File: src/rtl/core/xs128_pkg.sv
// shared constants, types and helper functions of the xorshift128 generator
package xs128_pkg;

   localparam int unsigned WordWidth = 32;

   // reset words of the generator
   localparam logic [WordWidth-1:0] RESET_X = 32'd123456789;
   localparam logic [WordWidth-1:0] RESET_Y = 32'd362436069;
   localparam logic [WordWidth-1:0] RESET_Z = 32'd521288629;
   localparam logic [WordWidth-1:0] RESET_W = 32'd88675123;

   // seed expansion constants
   localparam logic [WordWidth-1:0] SEED_MUL = 32'd1812433253;
   localparam logic [WordWidth-1:0] SEED_K_X = 32'd123464980;
   localparam logic [WordWidth-1:0] SEED_K_Y = 32'd3447902351;
   localparam logic [WordWidth-1:0] SEED_K_Z = 32'd2859490775;
   localparam logic [WordWidth-1:0] SEED_K_W = 32'd47621719;

   // number of expansion passes before falling back to the reset words
   localparam int unsigned SeedTries = 16;
   localparam int unsigned PassWidth = $clog2(SeedTries);

   // shift amounts
   localparam int unsigned DrawShiftA = 11;
   localparam int unsigned DrawShiftB = 8;
   localparam int unsigned DrawShiftC = 19;
   localparam int unsigned MixShiftA  = 13;
   localparam int unsigned MixShiftB  = 17;

   // word index inside one expansion pass
   localparam logic [1:0] ROUND_X = 2'd0;
   localparam logic [1:0] ROUND_Y = 2'd1;
   localparam logic [1:0] ROUND_Z = 2'd2;
   localparam logic [1:0] ROUND_W = 2'd3;

   // operation codes
   typedef enum logic [1:0] {
      OP_DRAW = 2'd0,
      OP_SEED = 2'd1,
      OP_LOAD = 2'd2
   } op_type;

   // commands from controller to datapath
   typedef struct packed {
      logic       apply;       // draw, load or no-op from the request
      logic       seed_start;  // latch the request seed
      logic       mul;         // multiply-add step of a mixing round
      logic       mix;         // shift-xor step, writes one word
      logic       restore;     // fall back to the reset words
      logic       finish;      // load the response register
      logic [1:0] round;       // word written by the mix step
   } cmd_type;

   // status from datapath to controller
   typedef struct packed {
      logic words_zero;        // all four words zero after the last round
   } status_type;

   // constant xored into the word of a given round
   function automatic logic [WordWidth-1:0] seed_key(input logic [1:0] round);
      logic [WordWidth-1:0] key;
      case (round)
         ROUND_X: key = SEED_K_X;
         ROUND_Y: key = SEED_K_Y;
         ROUND_Z: key = SEED_K_Z;
         default: key = SEED_K_W;
      endcase
      return key;
   endfunction

   // shift-xor half of a mixing round
   function automatic logic [WordWidth-1:0] mix_shift(input logic [WordWidth-1:0] p);
      logic [WordWidth-1:0] a;
      a = p ^ (p << MixShiftA);
      return a ^ (a >> MixShiftB);
   endfunction

endpackage

File: src/rtl/core/xs128_req_if.sv
// request channel of the xorshift128 generator
interface xs128_req_if;
   logic        valid;
   logic        ready;
   logic [1:0]  op;
   logic [31:0] seed;
   logic [31:0] load_x;
   logic [31:0] load_y;
   logic [31:0] load_z;
   logic [31:0] load_w;

   modport source (output valid, op, seed, load_x, load_y, load_z, load_w, input ready);
   modport sink (input valid, op, seed, load_x, load_y, load_z, load_w, output ready);
endinterface

File: src/rtl/core/xs128_rsp_if.sv
// response channel of the xorshift128 generator
interface xs128_rsp_if;
   logic        valid;
   logic        ready;
   logic [63:0] sample;
   logic [31:0] word_x;
   logic [31:0] word_y;
   logic [31:0] word_z;
   logic [31:0] word_w;

   modport source (output valid, sample, word_x, word_y, word_z, word_w, input ready);
   modport sink (input valid, sample, word_x, word_y, word_z, word_w, output ready);
endinterface

File: src/rtl/core/xs128_ctrl.sv
// controller: request handshake, seed expansion sequencing, response valid
module xs128_ctrl
   import xs128_pkg::*;
(
   input  logic       clock,
   input  logic       reset,
   input  logic       req_valid,
   input  logic [1:0] req_op,
   output logic       req_ready,
   output logic       rsp_valid,
   input  logic       rsp_ready,
   input  status_type status,
   output cmd_type    cmd
);

   typedef enum logic [1:0] {
      ST_IDLE,
      ST_MUL,
      ST_MIX
   } state_type;

   state_type            state_ff, state_in;
   logic [1:0]           round_ff, round_in;
   logic [PassWidth-1:0] pass_ff, pass_in;
   logic                 rsp_valid_ff, rsp_valid_in;
   logic                 accept;

   // a new request may enter in idle once the response register is free or draining
   assign req_ready = (state_ff == ST_IDLE) && (!rsp_valid_ff || rsp_ready);
   assign accept    = req_valid && req_ready;
   assign rsp_valid = rsp_valid_ff;

   // next state and commands
   always_comb begin
      state_in = state_ff;
      round_in = round_ff;
      pass_in  = pass_ff;
      cmd      = '0;
      cmd.round = round_ff;
      case (state_ff)
         ST_IDLE: begin
            if (accept) begin
               if (req_op == OP_SEED) begin
                  cmd.seed_start = 1'b1;
                  round_in       = ROUND_X;
                  pass_in        = '0;
                  state_in       = ST_MUL;
               end else begin
                  cmd.apply  = 1'b1;
                  cmd.finish = 1'b1;
               end
            end
         end
         ST_MUL: begin
            cmd.mul  = 1'b1;
            state_in = ST_MIX;
         end
         ST_MIX: begin
            cmd.mix = 1'b1;
            if (round_ff == ROUND_W) begin
               if (!status.words_zero) begin
                  cmd.finish = 1'b1;
                  state_in   = ST_IDLE;
               end else if (pass_ff == PassWidth'(SeedTries - 1)) begin
                  cmd.restore = 1'b1;
                  cmd.finish  = 1'b1;
                  state_in    = ST_IDLE;
               end else begin
                  pass_in  = pass_ff + 1'b1;
                  round_in = ROUND_X;
                  state_in = ST_MUL;
               end
            end else begin
               round_in = round_ff + 1'b1;
               state_in = ST_MUL;
            end
         end
         default: begin
            state_in = ST_IDLE;
         end
      endcase
   end

   // response valid flag
   always_comb begin
      if (cmd.finish) begin
         rsp_valid_in = 1'b1;
      end else if (rsp_ready) begin
         rsp_valid_in = 1'b0;
      end else begin
         rsp_valid_in = rsp_valid_ff;
      end
   end

   // state and counters
   always_ff @(posedge clock) begin
      if (reset) begin
         state_ff     <= ST_IDLE;
         round_ff     <= ROUND_X;
         pass_ff      <= '0;
         rsp_valid_ff <= 1'b0;
      end else begin
         state_ff     <= state_in;
         round_ff     <= round_in;
         pass_ff      <= pass_in;
         rsp_valid_ff <= rsp_valid_in;
      end
   end

endmodule

File: src/rtl/core/xs128_dpath.sv
// datapath: generator words, seed mixing unit and response register
module xs128_dpath
   import xs128_pkg::*;
(
   input  logic                 clock,
   input  logic                 reset,
   input  cmd_type              cmd,
   output status_type           status,
   input  logic [1:0]           req_op,
   input  logic [WordWidth-1:0] req_seed,
   input  logic [WordWidth-1:0] req_load_x,
   input  logic [WordWidth-1:0] req_load_y,
   input  logic [WordWidth-1:0] req_load_z,
   input  logic [WordWidth-1:0] req_load_w,
   output logic [WordWidth-1:0] rsp_x,
   output logic [WordWidth-1:0] rsp_y,
   output logic [WordWidth-1:0] rsp_z,
   output logic [WordWidth-1:0] rsp_w
);

   logic [WordWidth-1:0] gen_x_ff, gen_y_ff, gen_z_ff, gen_w_ff;
   logic [WordWidth-1:0] gen_x_in, gen_y_in, gen_z_in, gen_w_in;
   logic [WordWidth-1:0] seed_ff, seed_in;
   logic [WordWidth-1:0] prod_ff, prod_in;
   logic [WordWidth-1:0] rsp_x_ff, rsp_y_ff, rsp_z_ff, rsp_w_ff;
   logic [WordWidth-1:0] mixed;
   logic [WordWidth-1:0] mix_word;
   logic [WordWidth-1:0] draw_t;
   logic [WordWidth-1:0] draw_w;

   // one xorshift128 step
   assign draw_t = gen_x_ff ^ (gen_x_ff << DrawShiftA);
   assign draw_w = gen_w_ff ^ (gen_w_ff >> DrawShiftC) ^ draw_t ^ (draw_t >> DrawShiftB);

   // mixing round: multiply-add registered, shift-xor in the next cycle
   assign prod_in  = seed_ff * SEED_MUL + 32'd1;
   assign mixed    = mix_shift(prod_ff);
   assign mix_word = seed_key(cmd.round) ^ mixed;

   always_comb begin
      if (cmd.seed_start) begin
         seed_in = req_seed;
      end else if (cmd.mix) begin
         seed_in = mixed;
      end else begin
         seed_in = seed_ff;
      end
   end

   // all-zero check on the word set finished by the last round
   assign status.words_zero = ((gen_x_ff | gen_y_ff | gen_z_ff | mix_word) == '0);

   // next generator words
   always_comb begin
      gen_x_in = gen_x_ff;
      gen_y_in = gen_y_ff;
      gen_z_in = gen_z_ff;
      gen_w_in = gen_w_ff;
      if (cmd.restore) begin
         gen_x_in = RESET_X;
         gen_y_in = RESET_Y;
         gen_z_in = RESET_Z;
         gen_w_in = RESET_W;
      end else if (cmd.mix) begin
         case (cmd.round)
            ROUND_X: gen_x_in = mix_word;
            ROUND_Y: gen_y_in = mix_word;
            ROUND_Z: gen_z_in = mix_word;
            default: gen_w_in = mix_word;
         endcase
      end else if (cmd.apply) begin
         case (req_op)
            OP_DRAW: begin
               gen_x_in = gen_y_ff;
               gen_y_in = gen_z_ff;
               gen_z_in = gen_w_ff;
               gen_w_in = draw_w;
            end
            OP_LOAD: begin
               gen_x_in = req_load_x;
               gen_y_in = req_load_y;
               gen_z_in = req_load_z;
               gen_w_in = req_load_w;
            end
            default: begin
               gen_x_in = gen_x_ff;
            end
         endcase
      end
   end

   // generator words
   always_ff @(posedge clock) begin
      if (reset) begin
         gen_x_ff <= RESET_X;
         gen_y_ff <= RESET_Y;
         gen_z_ff <= RESET_Z;
         gen_w_ff <= RESET_W;
      end else begin
         gen_x_ff <= gen_x_in;
         gen_y_ff <= gen_y_in;
         gen_z_ff <= gen_z_in;
         gen_w_ff <= gen_w_in;
      end
   end

   // mixing registers
   always_ff @(posedge clock) begin
      seed_ff <= seed_in;
      if (cmd.mul) begin
         prod_ff <= prod_in;
      end
   end

   // response register
   always_ff @(posedge clock) begin
      if (cmd.finish) begin
         rsp_x_ff <= gen_x_in;
         rsp_y_ff <= gen_y_in;
         rsp_z_ff <= gen_z_in;
         rsp_w_ff <= gen_w_in;
      end
   end

   assign rsp_x = rsp_x_ff;
   assign rsp_y = rsp_y_ff;
   assign rsp_z = rsp_z_ff;
   assign rsp_w = rsp_w_ff;

endmodule

File: src/rtl/core/xorshift128_uniform_generator.sv
// top level of the xorshift128 uniform generator
//
//   channel   direction  accepted when        payload
//   req_ch    in         valid && ready       op, seed, load_x..load_w
//   rsp_ch    out        valid && ready       sample, word_x..word_w
//
// Draw, load and unused op codes finish on acceptance; a response is presented the
// cycle after the request is taken, and back-to-back draws run one per cycle while
// each response is taken. A seed request runs up to 16 expansion passes (multiply,
// then shift-xor, for each of four words) on the shared 32x32 multiplier.
// Synchronous reset loads the four fixed generator words and empties the response.
// A stalled response holds its register; a new request waits during a seed
// expansion or while that register is full and not being taken.
module xorshift128_uniform_generator
   import xs128_pkg::*;
(
   input logic          clock,
   input logic          reset,
   xs128_req_if.sink    req_ch,
   xs128_rsp_if.source  rsp_ch
);

   cmd_type              cmd;
   status_type           status;
   logic [WordWidth-1:0] rsp_x, rsp_y, rsp_z, rsp_w;

   // sequencing
   xs128_ctrl u_ctrl (
      .clock     (clock),
      .reset     (reset),
      .req_valid (req_ch.valid),
      .req_op    (req_ch.op),
      .req_ready (req_ch.ready),
      .rsp_valid (rsp_ch.valid),
      .rsp_ready (rsp_ch.ready),
      .status    (status),
      .cmd       (cmd)
   );

   // generator state and arithmetic
   xs128_dpath u_dpath (
      .clock      (clock),
      .reset      (reset),
      .cmd        (cmd),
      .status     (status),
      .req_op     (req_ch.op),
      .req_seed   (req_ch.seed),
      .req_load_x (req_ch.load_x),
      .req_load_y (req_ch.load_y),
      .req_load_z (req_ch.load_z),
      .req_load_w (req_ch.load_w),
      .rsp_x      (rsp_x),
      .rsp_y      (rsp_y),
      .rsp_z      (rsp_z),
      .rsp_w      (rsp_w)
   );

   // response payload
   assign rsp_ch.word_x = rsp_x;
   assign rsp_ch.word_y = rsp_y;
   assign rsp_ch.word_z = rsp_z;
   assign rsp_ch.word_w = rsp_w;
   assign rsp_ch.sample = {rsp_w, rsp_x};

endmodule

File: src/flat_wrapper.sv
// flat-port wrapper written by rule: the top's interface ports become plain ports
module xorshift128_uniform_generator_flat import xs128_pkg::*;
  (clock, reset, req_ch_valid, req_ch_op, req_ch_seed, req_ch_load_x, req_ch_load_y, req_ch_load_z, req_ch_load_w, req_ch_ready, rsp_ch_valid, rsp_ch_sample, rsp_ch_word_x, rsp_ch_word_y, rsp_ch_word_z, rsp_ch_word_w, rsp_ch_ready);
  xs128_req_if req_ch_i ();
  xs128_rsp_if rsp_ch_i ();
  input logic clock;
  input logic reset;
  input wire logic [$bits(req_ch_i.valid)-1:0] req_ch_valid;
  input wire logic [$bits(req_ch_i.op)-1:0] req_ch_op;
  input wire logic [$bits(req_ch_i.seed)-1:0] req_ch_seed;
  input wire logic [$bits(req_ch_i.load_x)-1:0] req_ch_load_x;
  input wire logic [$bits(req_ch_i.load_y)-1:0] req_ch_load_y;
  input wire logic [$bits(req_ch_i.load_z)-1:0] req_ch_load_z;
  input wire logic [$bits(req_ch_i.load_w)-1:0] req_ch_load_w;
  output wire logic [$bits(req_ch_i.ready)-1:0] req_ch_ready;
  output wire logic [$bits(rsp_ch_i.valid)-1:0] rsp_ch_valid;
  output wire logic [$bits(rsp_ch_i.sample)-1:0] rsp_ch_sample;
  output wire logic [$bits(rsp_ch_i.word_x)-1:0] rsp_ch_word_x;
  output wire logic [$bits(rsp_ch_i.word_y)-1:0] rsp_ch_word_y;
  output wire logic [$bits(rsp_ch_i.word_z)-1:0] rsp_ch_word_z;
  output wire logic [$bits(rsp_ch_i.word_w)-1:0] rsp_ch_word_w;
  input wire logic [$bits(rsp_ch_i.ready)-1:0] rsp_ch_ready;
  assign req_ch_i.valid = req_ch_valid;
  assign req_ch_i.op = req_ch_op;
  assign req_ch_i.seed = req_ch_seed;
  assign req_ch_i.load_x = req_ch_load_x;
  assign req_ch_i.load_y = req_ch_load_y;
  assign req_ch_i.load_z = req_ch_load_z;
  assign req_ch_i.load_w = req_ch_load_w;
  assign req_ch_ready = req_ch_i.ready;
  assign rsp_ch_valid = rsp_ch_i.valid;
  assign rsp_ch_sample = rsp_ch_i.sample;
  assign rsp_ch_word_x = rsp_ch_i.word_x;
  assign rsp_ch_word_y = rsp_ch_i.word_y;
  assign rsp_ch_word_z = rsp_ch_i.word_z;
  assign rsp_ch_word_w = rsp_ch_i.word_w;
  assign rsp_ch_i.ready = rsp_ch_ready;
  xorshift128_uniform_generator u_core (.clock(clock), .reset(reset), .req_ch(req_ch_i), .rsp_ch(rsp_ch_i));
endmodule
File: config.mk
export PLATFORM = sky130hd
export DESIGN_NAME = xorshift128_uniform_generator_flat
export DESIGN_NICKNAME = d
export VERILOG_FILES = /design/src/rtl/core/xs128_pkg.sv /design/src/rtl/core/xs128_req_if.sv /design/src/rtl/core/xs128_rsp_if.sv /design/src/rtl/core/xs128_ctrl.sv /design/src/rtl/core/xs128_dpath.sv /design/src/rtl/core/xorshift128_uniform_generator.sv /design/src/flat_wrapper.sv
export SDC_FILE = /design/constraint.sdc
export NUM_CORES = 1
export LEC_CHECK = 0
export BUFFER_PORTS_ARGS = -buffer_cell sky130_fd_sc_hd__buf_2
export CAP_MARGIN = 40
export CELL_PAD_IN_SITES_DETAIL_PLACEMENT = 0
export CELL_PAD_IN_SITES_GLOBAL_PLACEMENT = 1
export CORE_MARGIN = 2
export CORE_UTILIZATION = 46
export CTS_CLUSTER_DIAMETER = 200
export DETAILED_ROUTE_END_ITERATION = 6
export PLACE_DENSITY = 0.89
export SLEW_MARGIN = 20
export SYNTH_ARGS = -nofsm -noshare
export SYNTH_HDL_FRONTEND = slang
export SYNTH_SLANG_ARGS = --single-unit
File: constraint.sdc
create_clock -name clock -period 8 [get_ports clock]
set_clock_uncertainty 0.15 [all_clocks]
set_input_delay 1.6 -clock clock [delete_from_list [all_inputs] [get_ports clock]]
set_output_delay 1.6 -clock clock [all_outputs]
set_load 0.01 [all_outputs]
Yosys cells after proc, flatten, opt, wreduce, memory -nomap -nowiden
Cells that the tools add are included.

Register bits after elaboration: 329. Input bits: 166.

Add/sub/neg operators: 3. Bitwise operators: 10. Muxes and demuxes: 55. Equal/unequal tests: 15. Multiply operators: 1. Reductions and logical operators: 15.

Operators with widths (count): 32-bit 2-to-1 mux (18); 32-bit one-hot mux with 2 select lines (4); 32-bit XOR (4); 32-bit OR (3); 32-bit one-hot mux with 3 select lines (1); 32-bit by 1-bit adder with 32-bit output, second input constant (1); 32-bit logical NOT (1); 32-bit by 31-bit multiplier with 32-bit output, second input constant (1); 32-bit by 13-bit XOR with 32-bit output (1); 32-bit by 15-bit XOR with 32-bit output (1); 32-bit by 24-bit XOR with 32-bit output (1); 2-bit 2-to-1 mux (14); 4-bit 2-to-1 mux (5); 1-bit 2-to-1 mux (9); 2-bit equality test, second input constant (4); 2-bit inequality test, second input constant (4); 4-bit one-hot mux with 2 select lines (1); 2-bit by 1-bit equality test with 1-bit output, second input constant (3); 2-bit logical NOT (3); 3-bit inequality test, second input constant (2); 2-bit one-hot mux with 3 select lines (1); 6-bit AND reduction (1); 2-bit nonzero test (3); 5-bit AND reduction (1); 11 further kinds (12).

Depth between registers and ports, before layout
Gate-level depths: netlist of the first run.

Depth after elaboration: 10. Gate-level depth with buffers: 23.

Modules after synthesis
Synthesis of the first run repeated with hierarchy kept, for this count alone.

Cells, all modules: 2561. Area, all modules: 25572.0 um2.

Modules (own cells, without submodules): xs128_dpath (cells an instance 2436, instances 1, seq. area each 8328.0 um2, area each 24493.5 um2); xs128_ctrl (cells an instance 61, instances 1, seq. area each 180.2 um2, area each 598.1 um2); xorshift128_uniform_generator (cells an instance 64, instances 1, seq. area each 0.0 um2, area each 480.5 um2).

Least setup slack after synthesis of the first run
OpenSTA, ideal clock, no wires.

Path type: reg-to-reg. Start: register u_core.u_dpath.seed_ff[16]. End: register u_core.u_dpath.prod_ff[29], data pin. Data arrival time: 6.028 ns. Setup slack: 1.563 ns. Cell stages (with the launch flop): 22. Clock period less this slack: 6.437 ns. Path buffers: 0. Cell sequence: edfxtp_1 ha_1 ha_1 fa_1 inv_1 fa_1 inv_1 fa_1 fa_1 fa_1 inv_1 fa_1 inv_1 ha_1 a2111oi_0 o21ai_0 and3_1 a41oi_1 o211ai_1 a31o_2 a21oi_1 xnor2_1.

Longest elaborated chain between the ends: 2.

RTL lines: start: declaration (line xs128_dpath.sv:23) `logic [WordWidth-1:0] seed_ff, seed_in;`; start signal: assignment (line xs128_dpath.sv:109) `seed_ff <= seed_in;`; 32-bit by 31-bit multiplier with 32-bit output (line xs128_dpath.sv:36) `assign prod_in = seed_ff * SEED_MUL + 32'd1;`; 32-bit by 1-bit adder with 32-bit output (line xs128_dpath.sv:36); via u_core.u_dpath.prod_in[29] (line xs128_dpath.sv:24) `logic [WordWidth-1:0] prod_ff, prod_in;`; end signal: assignment (line xs128_dpath.sv:111) `prod_ff <= prod_in;`; end: declaration (line xs128_dpath.sv:24).

The timed path passes the listed nets, and every way through them passes these cells. A chain may end at the register's enable or synchronous reset.

Worst setup path after layout of the first run
Start: register u_core.u_dpath.seed_ff[16]. End: register u_core.u_dpath.prod_ff[31], data pin.

Same word-level chain as after synthesis.

==> results.yml, run 1 <==
cts:
  hold_buffers: 0
  cts_post_setup_buffers_inserted: 0
  worst_skew_pair.late_latency_ns: 0.57
  worst_case_clock_buffer_depth: 3
  tritoncts: "done"
  cts_made_buffers: 38
  postCtsResizedCells: 0
  cts.htree.levels: 2
  number_of_sinks_on_the_clock_net: 329
  clkTransAtPathRegs_ns: 0.06
  ctsRootBufferMaster: "sky130_fd_sc_hd__clkbuf_16"
run_status:
  outcome: "completed"
synthesis:
  post_synth_inst_count: 2285
  post_synth_fa_ha_maj_area_fraction_pct: 24.0
  synth_sequential_area_ratio_pct: 36.0
  syn_avg_cell_area_um2: 10.3
  synth-simple-area-share_pct: 10.3
  synth_top_family_by_area: "adder cells"
  fraction_of_registers_with_async_set_or_reset_after_synthesis_pct: 0
  synthXorXnorAreaFrac_pct: 8.40
  yosysWarnings: 0
  synth_compound_gate_area_share_pct: 9.22
  ff_latch_count_synth: 329
  synth_top_flop_cell: "sky130_fd_sc_hd__edfxtp_1"
  ys_types: 61
  synth_area_um2: 23600
  synth_edf_count: 192
  syn_nets: 2816
  synth.mux.area_fraction_pct: 4.47
setup_path:
  r2r_end: "u_core.u_dpath.prod_ff[31]$_DFFE_PN_"
  regToRegSetupSlack_ns: 1.01
  cp_cell_sequence: "ha_1, ha_1, fa_1, inv_1, fa_1, inv_1, fa_1, fa_1, fa_1, inv_1, fa_1, inv_1, ha_1, a2111oi_0, o21ai_0, and3_1, a41oi_1, o211ai_1, a41oi_1, o21bai_1, xnor2_1"
  crit_path_frequent_cell: "sky130_fd_sc_hd__fa_1"
  end_kind: "flop"
  worst_r2r_startpoint: "u_core.u_dpath.seed_ff[16]$_DFFE_PP_"
  cp-start-kind: "flop"
  slowest_delay_ns: 0.54
  worstPathRequired_ns: 8.16
  worstPathArrival_ns: 7.15
  critical_path_class: "reg2reg"
  timing.reg2reg.worst_path_depth: 21
  highest_fanout_seen_on_the_critical_path: 7
  crit_slowest_cell: "sky130_fd_sc_hd__a2111oi_0"
sta:
  final.hold.worst_slack_ns: 0.343
  maxSlewViolCount: 0
  maxClockFrequency_mhz: 143
  fin_crit_sh_pct: 87.4
  timing_worst_slew_pin_value_ns: 0.980
  final.setup.worst_slack_ns: 1.01
  rsz_0062_raised_after_global_routing: "false"
  post-route-min-period_ns: 6.99
  finalSetupViolations: 0
  hold_violations: 0
  totalNegativeSetupSlack_ns: 0
  slew_headroom_pct: 34.4
placement:
  io_buffers: 359
  post-dp-hpwl_um: 70700
  placed_cell_area_um2: 25700
  preCtsSetupSlack_ns: 1.02
  finalWeightedCongestion: 1.01
routing:
  met3WireLength_um: 7940
  firstDrtPassIters: 6
  routed.top_layer: "met4"
  routedWlPerCell_um: 26.9
  vias: 18900
  final_antenna_net_count: 0
  drc: 0
  drt-met1-wl_um: 34900
  totalWireLength_um: 87900
  route.detailed.vias_per_inst: 5.79
  met2_length_um: 40000
  drt_iter0_drc: 2156
final_layout:
  drive_gt1_share_pct: 19.4
  syn_to_final_growth_pct: 15.1
  finalInstanceArea_um2: 27200
  num-nets-final: 3087
min_path:
  timing.hold.worst_endpoint: "u_core.u_ctrl.pass_ff[3]$_SDFFE_PP0P_"
  hold_start: "u_core.u_ctrl.pass_ff[3]$_SDFFE_PP0P_"
  worst_hold_path_class: "reg2reg"
  timing.hold.worst_path_depth: 2
grt:
  grt_max_degree: 95
  antenna_found_initial: 3
  first_global_vias: 18400
  global_route_wire_length_before_repair_um: 124000
  grt_overflow: 0
  grt_util_all_layers_pct: 32.5
floorplanning:
  core_region_area_um2: 51000
  fp-row-count: 83
  die_area_um2: 53100
  die_w_um: 231
  chipHeight_um: 231
  boundaryPins: 360
  initial_core_utilization_pct: 46.3
run:
  timing.max_cap.violations: 0
layer usage:
metal / GRT usage [%] / vias up
met4: 17.0 / 0
met2: 51.8 / 1108
met3: 5.11 / 207
met5: 0 / -
met1: 42.9 / 9305
li1: - / 8309
flip-flops by register name, indices dropped and copies added (netlist names):
signal,flops
u_core.u_ctrl.pass_ff,4
u_core.u_dpath.gen_w_ff,32
u_core.u_dpath.gen_y_ff,32
u_core.u_dpath.gen_z_ff,32
u_core.u_dpath.gen_x_ff,32
u_core.u_ctrl.rsp_valid,1
u_core.u_dpath.rsp_w,32
u_core.u_ctrl.state_ff,2
u_core.u_dpath.rsp_x,32
u_core.u_dpath.prod_ff,32
u_core.u_dpath.seed_ff,32
u_core.u_dpath.rsp_z,32
u_core.u_ctrl.round_ff,2
u_core.u_dpath.rsp_y,32
critical path: cells and delay by family, from the launching register on:
kind            cells  cell delay (ns)
flops               1             0.53
compound gates      6             1.53
buf+inv             4             0.20
xor+xnor            1             0.13
fa+ha+maj           9             3.95
simple gates        1             0.23
layout by cell type (no fill, tap or decap), drive strengths merged, types with 43 or more instances in the layout:
| cell | instances |
|---|---|
| inv | 243 |
| a21oi | 58 |
| dfxtp | 137 |
| nand2 | 225 |
| and2 | 59 |
| xor2 | 45 |
| edfxtp | 192 |
| buf | 395 |
| xnor2 | 166 |
| mux2i | 83 |
| nor2 | 177 |
| clkbuf | 43 |
| a221oi | 49 |
| fa | 147 |
| ha | 218 |
| o21ai | 83 |
worst max-delay path by stage:
stage,startpoint,to,slack (ns),cells past startpoint
finish,u_core.u_dpath.seed_ff[16]$_DFFE_PP_,u_core.u_dpath.prod_ff[31]$_DFFE_PN_,1.01,21
detailed placement,u_core.u_dpath.seed_ff[16]$_DFFE_PP_,u_core.u_dpath.prod_ff[31]$_DFFE_PN_,1.02,21
global route,u_core.u_dpath.seed_ff[16]$_DFFE_PP_,u_core.u_dpath.prod_ff[29]$_DFFE_PN_,0.58,21
CTS,u_core.u_dpath.seed_ff[16]$_DFFE_PP_,u_core.u_dpath.prod_ff[31]$_DFFE_PN_,1.01,21
floorplan,u_core.u_dpath.seed_ff[16]$_DFFE_PP_,u_core.u_dpath.prod_ff[29]$_DFFE_PN_,1.56,21
global placement,u_core.u_dpath.seed_ff[15]$_DFFE_PP_,u_core.u_dpath.prod_ff[29]$_DFFE_PN_,1.10,21
final cells by class:
class                      count  area (um^2)
clock buffer                  43         1020
timing repair buffer         395         2160
multi-input combinational   1551        13400
clock inverter                27          340
sequential                   329         8510
tap                          680          851
inverter                     241          907
fill                        4565        23800
antenna                        2         5.00
Yosys cell counts (all sizes together), types with 3 or more instances:
cell       n  share of area (%)
dfxtp    137                 12
clkbuf    77                1.2
nand2b     4               0.11
o2111ai    3               0.11
nor4      27               0.78
or2        4               0.11
nand4     14               0.37
a221oi    49                1.8
o211ai     8               0.25
nor2b      3              0.080
ha       218                 12
nor3      12               0.25
a211oi     3              0.095
a21o      10               0.32
or3        4               0.11
nor3b      3              0.095
o21a       6               0.19
o221a      3               0.14
a22oi     32                1.0
nand2    225                3.6
inv      240                3.8
a21oi     58                1.2
mux2i     83                3.5
xor2      45                1.7
mux2      20               0.95
o221ai    38                1.4
and2      59                1.6
fa       147                 12
a32oi      4               0.15
o21ai     83                1.8
buf       87                2.5
nor2     177                2.8
edfxtp   192                 24
nand3     10               0.21
xnor2    166                6.2
a41oi      3               0.11
xnor3      5               0.48
o21bai     6               0.19
kinds of logic (layout without fill, tap and decap cells):
logic type	Yosys count	count (layout)
multiplexers	103	103
flip-flops	329	329
buffers and inverters	405	706
AO/OA/AOI/OAI	318	318
adder cells (fa/ha/maj)	365	365
AND/OR/NAND/NOR	549	549
XOR/XNOR	216	216
other	0	2
stage by stage:
step / std cells / util, %
floorplan: 2285 / -
global placement: 3182 / 50.2
detailed placement: 3191 / 50.4
CTS: 3261 / 53.1
global route: 3268 / 53.3
finish: 3268 / 53.3
Power of run 1 is not shown: default switching activity piles up to over one toggle a cycle in this logic, so the estimate is an artifact.
==> run 2: changes to the inputs <==
- MAX_ROUTING_LAYER: unset -> met4
==> run 2 against run 1 <==
Effect of this change:
- worst hold slack gained 0.015 ns
- first-iteration DRC count grew 3.8%
- sequential share of layout area grew 0.12 points
- critical path depth is the same
- cell count shrank 0.12%
- sequential cell count is the same
- die area is the same
- via count shrank 0.18%
==> results.yml, run 2 (synthesized netlist as in run 1, its figures left out) <==
routing:
  route.detailed.vias_per_inst: 5.79
  firstDrtPassIters: 6
  drc: 0
  totalWireLength_um: 86600
  vias: 18900
  final_antenna_net_count: 0
  routedWlPerCell_um: 26.5
  drt_iter0_drc: 2238
cts:
  ctsRootBufferMaster: "sky130_fd_sc_hd__clkbuf_16"
  worst_case_clock_buffer_depth: 3
  hold_buffers: 0
  worst_skew_pair.late_latency_ns: 0.57
  tritoncts: "done"
  clkTransAtPathRegs_ns: 0.06
  postCtsResizedCells: 0
  cts_made_buffers: 38
  cts_post_setup_buffers_inserted: 0
  cts.htree.levels: 2
  number_of_sinks_on_the_clock_net: 329
final_layout:
  most-common-layout-cells: "sky130_fd_sc_hd__buf_2, sky130_fd_sc_hd__inv_1, sky130_fd_sc_hd__nand2_1"
  layout.cells.most_common: "sky130_fd_sc_hd__buf_2"
  drive_gt1_share_pct: 19.0
  syn_to_final_growth_pct: 14.6
  num-nets-final: 3084
  post-route-util_pct: 53.1
  finish.cell_count_without_fillers: 3264
run_status:
  outcome: "completed"
sta:
  maxSlewViolCount: 0
  fin_crit_sh_pct: 87.5
  post-route-min-period_ns: 7.00
  rsz_0062_raised_after_global_routing: "false"
  finalSetupViolations: 0
  final.hold.worst_slack_ns: 0.359
  maxClockFrequency_mhz: 143
  timing_worst_slew_pin_value_ns: 1.00
  totalNegativeSetupSlack_ns: 0
  hold_violations: 0
  slew_headroom_pct: 33.2
run:
  timing.max_cap.violations: 0
setup_path:
  regToRegSetupSlack_ns: 1.0
  end_kind: "flop"
  critical_path_class: "reg2reg"
  cp-start-kind: "flop"
  worstPathArrival_ns: 7.16
  worstPathRequired_ns: 8.16
  highest_fanout_seen_on_the_critical_path: 8
placement:
  io_buffers: 359
  post-dp-hpwl_um: 69400
  finalWeightedCongestion: 1.03
  post-place-cells: 3192
floorplanning:
  core_region_area_um2: 51000
  boundaryPins: 360
  chipHeight_um: 231
  die_w_um: 231
  die_area_um2: 53100
  initial_core_utilization_pct: 46.3
  fp-row-count: 83
min_path:
  worst_hold_path_class: "reg2reg"
grt:
  grt_overflow: 0
  grt_max_degree: 112
  first_global_vias: 18700
  global_route_wire_length_before_repair_um: 124000
  grt_util_all_layers_pct: 33.2
  antenna_found_initial: 3
==> run 2: cell count changes in the layout (fill, tap and decap cells not counted), moves of 2 or more <==
cell                         change
sky130_fd_sc_hd__clkinv_4        -3
sky130_fd_sc_hd__clkinvlp_4      -3
sky130_fd_sc_hd__clkbuf_1        +4
sky130_fd_sc_hd__buf_2           -2
sky130_fd_sc_hd__clkinv_1        +3
sky130_fd_sc_hd__inv_4           +2
==> run 2: per-layer routing <==
layer / global-route usage, % / wire length (um) / vias to the layer above
li1: - / - / 8301
met1: 41.8 / 34200 / 9249
met2: 51.6 / 39200 / 1115
met3: 5.88 / 7900 / 229
met4: 17.0 / 5260 / 0
met5: - / 0 / -
==> run 2: metrics by stage <==
| step | area, um^2 | setup slack [ns] |
|---|---|---|
| final | 27100 | 0.998 |
| after global routing | 27100 | 0.619 |
| after CTS | 27000 | 1.04 |
| after detailed placement | 25700 | 1.06 |
| after global placement | 25600 | 1.07 |
| after floorplan | 23600 | 1.56 |
==> run 2: area by class of cell <==
cell class	count	area (um^2)
Timing Repair Buffer	392	2140
Inverter	241	907
Fill cell	4575	23900
Clock buffer	46	1010
Clock inverter	24	278
Multi-Input combinational cell	1551	13400
Sequential cell	329	8510
Antenna cell	1	2.50
Tap cell	680	851
==> run 2: final timing paths <==
kind | from | to | cells past startpoint
worst max register to register | u_core.u_dpath.seed_ff[15]$_DFFE_PP_ | u_core.u_dpath.prod_ff[29]$_DFFE_PN_ | 21
worst max-delay path | u_core.u_dpath.seed_ff[15]$_DFFE_PP_ | u_core.u_dpath.prod_ff[29]$_DFFE_PN_ | 21
worst min-delay path | u_core.u_ctrl.pass_ff[3]$_SDFFE_PP0P_ | u_core.u_ctrl.pass_ff[3]$_SDFFE_PP0P_ | 2
worst min register to register | u_core.u_ctrl.pass_ff[3]$_SDFFE_PP0P_ | u_core.u_ctrl.pass_ff[3]$_SDFFE_PP0P_ | 2
==> run 2: worst max-delay path: stages (launching register included) <==
cell and delay [ns]:
sky130_fd_sc_hd__edfxtp_1 0.56, sky130_fd_sc_hd__ha_1 0.36, sky130_fd_sc_hd__ha_1 0.32, sky130_fd_sc_hd__fa_1 0.51, sky130_fd_sc_hd__inv_1 0.05, sky130_fd_sc_hd__fa_1 0.47
sky130_fd_sc_hd__inv_1 0.05, sky130_fd_sc_hd__fa_1 0.48, sky130_fd_sc_hd__fa_1 0.48, sky130_fd_sc_hd__fa_1 0.53, sky130_fd_sc_hd__inv_1 0.05, sky130_fd_sc_hd__fa_1 0.47
sky130_fd_sc_hd__inv_1 0.04, sky130_fd_sc_hd__ha_1 0.33, sky130_fd_sc_hd__a2111oi_0 0.50, sky130_fd_sc_hd__o21ai_0 0.22, sky130_fd_sc_hd__and3_1 0.23, sky130_fd_sc_hd__a41oi_1 0.24
sky130_fd_sc_hd__o211ai_1 0.17, sky130_fd_sc_hd__a31o_2 0.28, sky130_fd_sc_hd__a21oi_1 0.17, sky130_fd_sc_hd__xnor2_1 0.08
Power of run 2 is left out for the same reason.
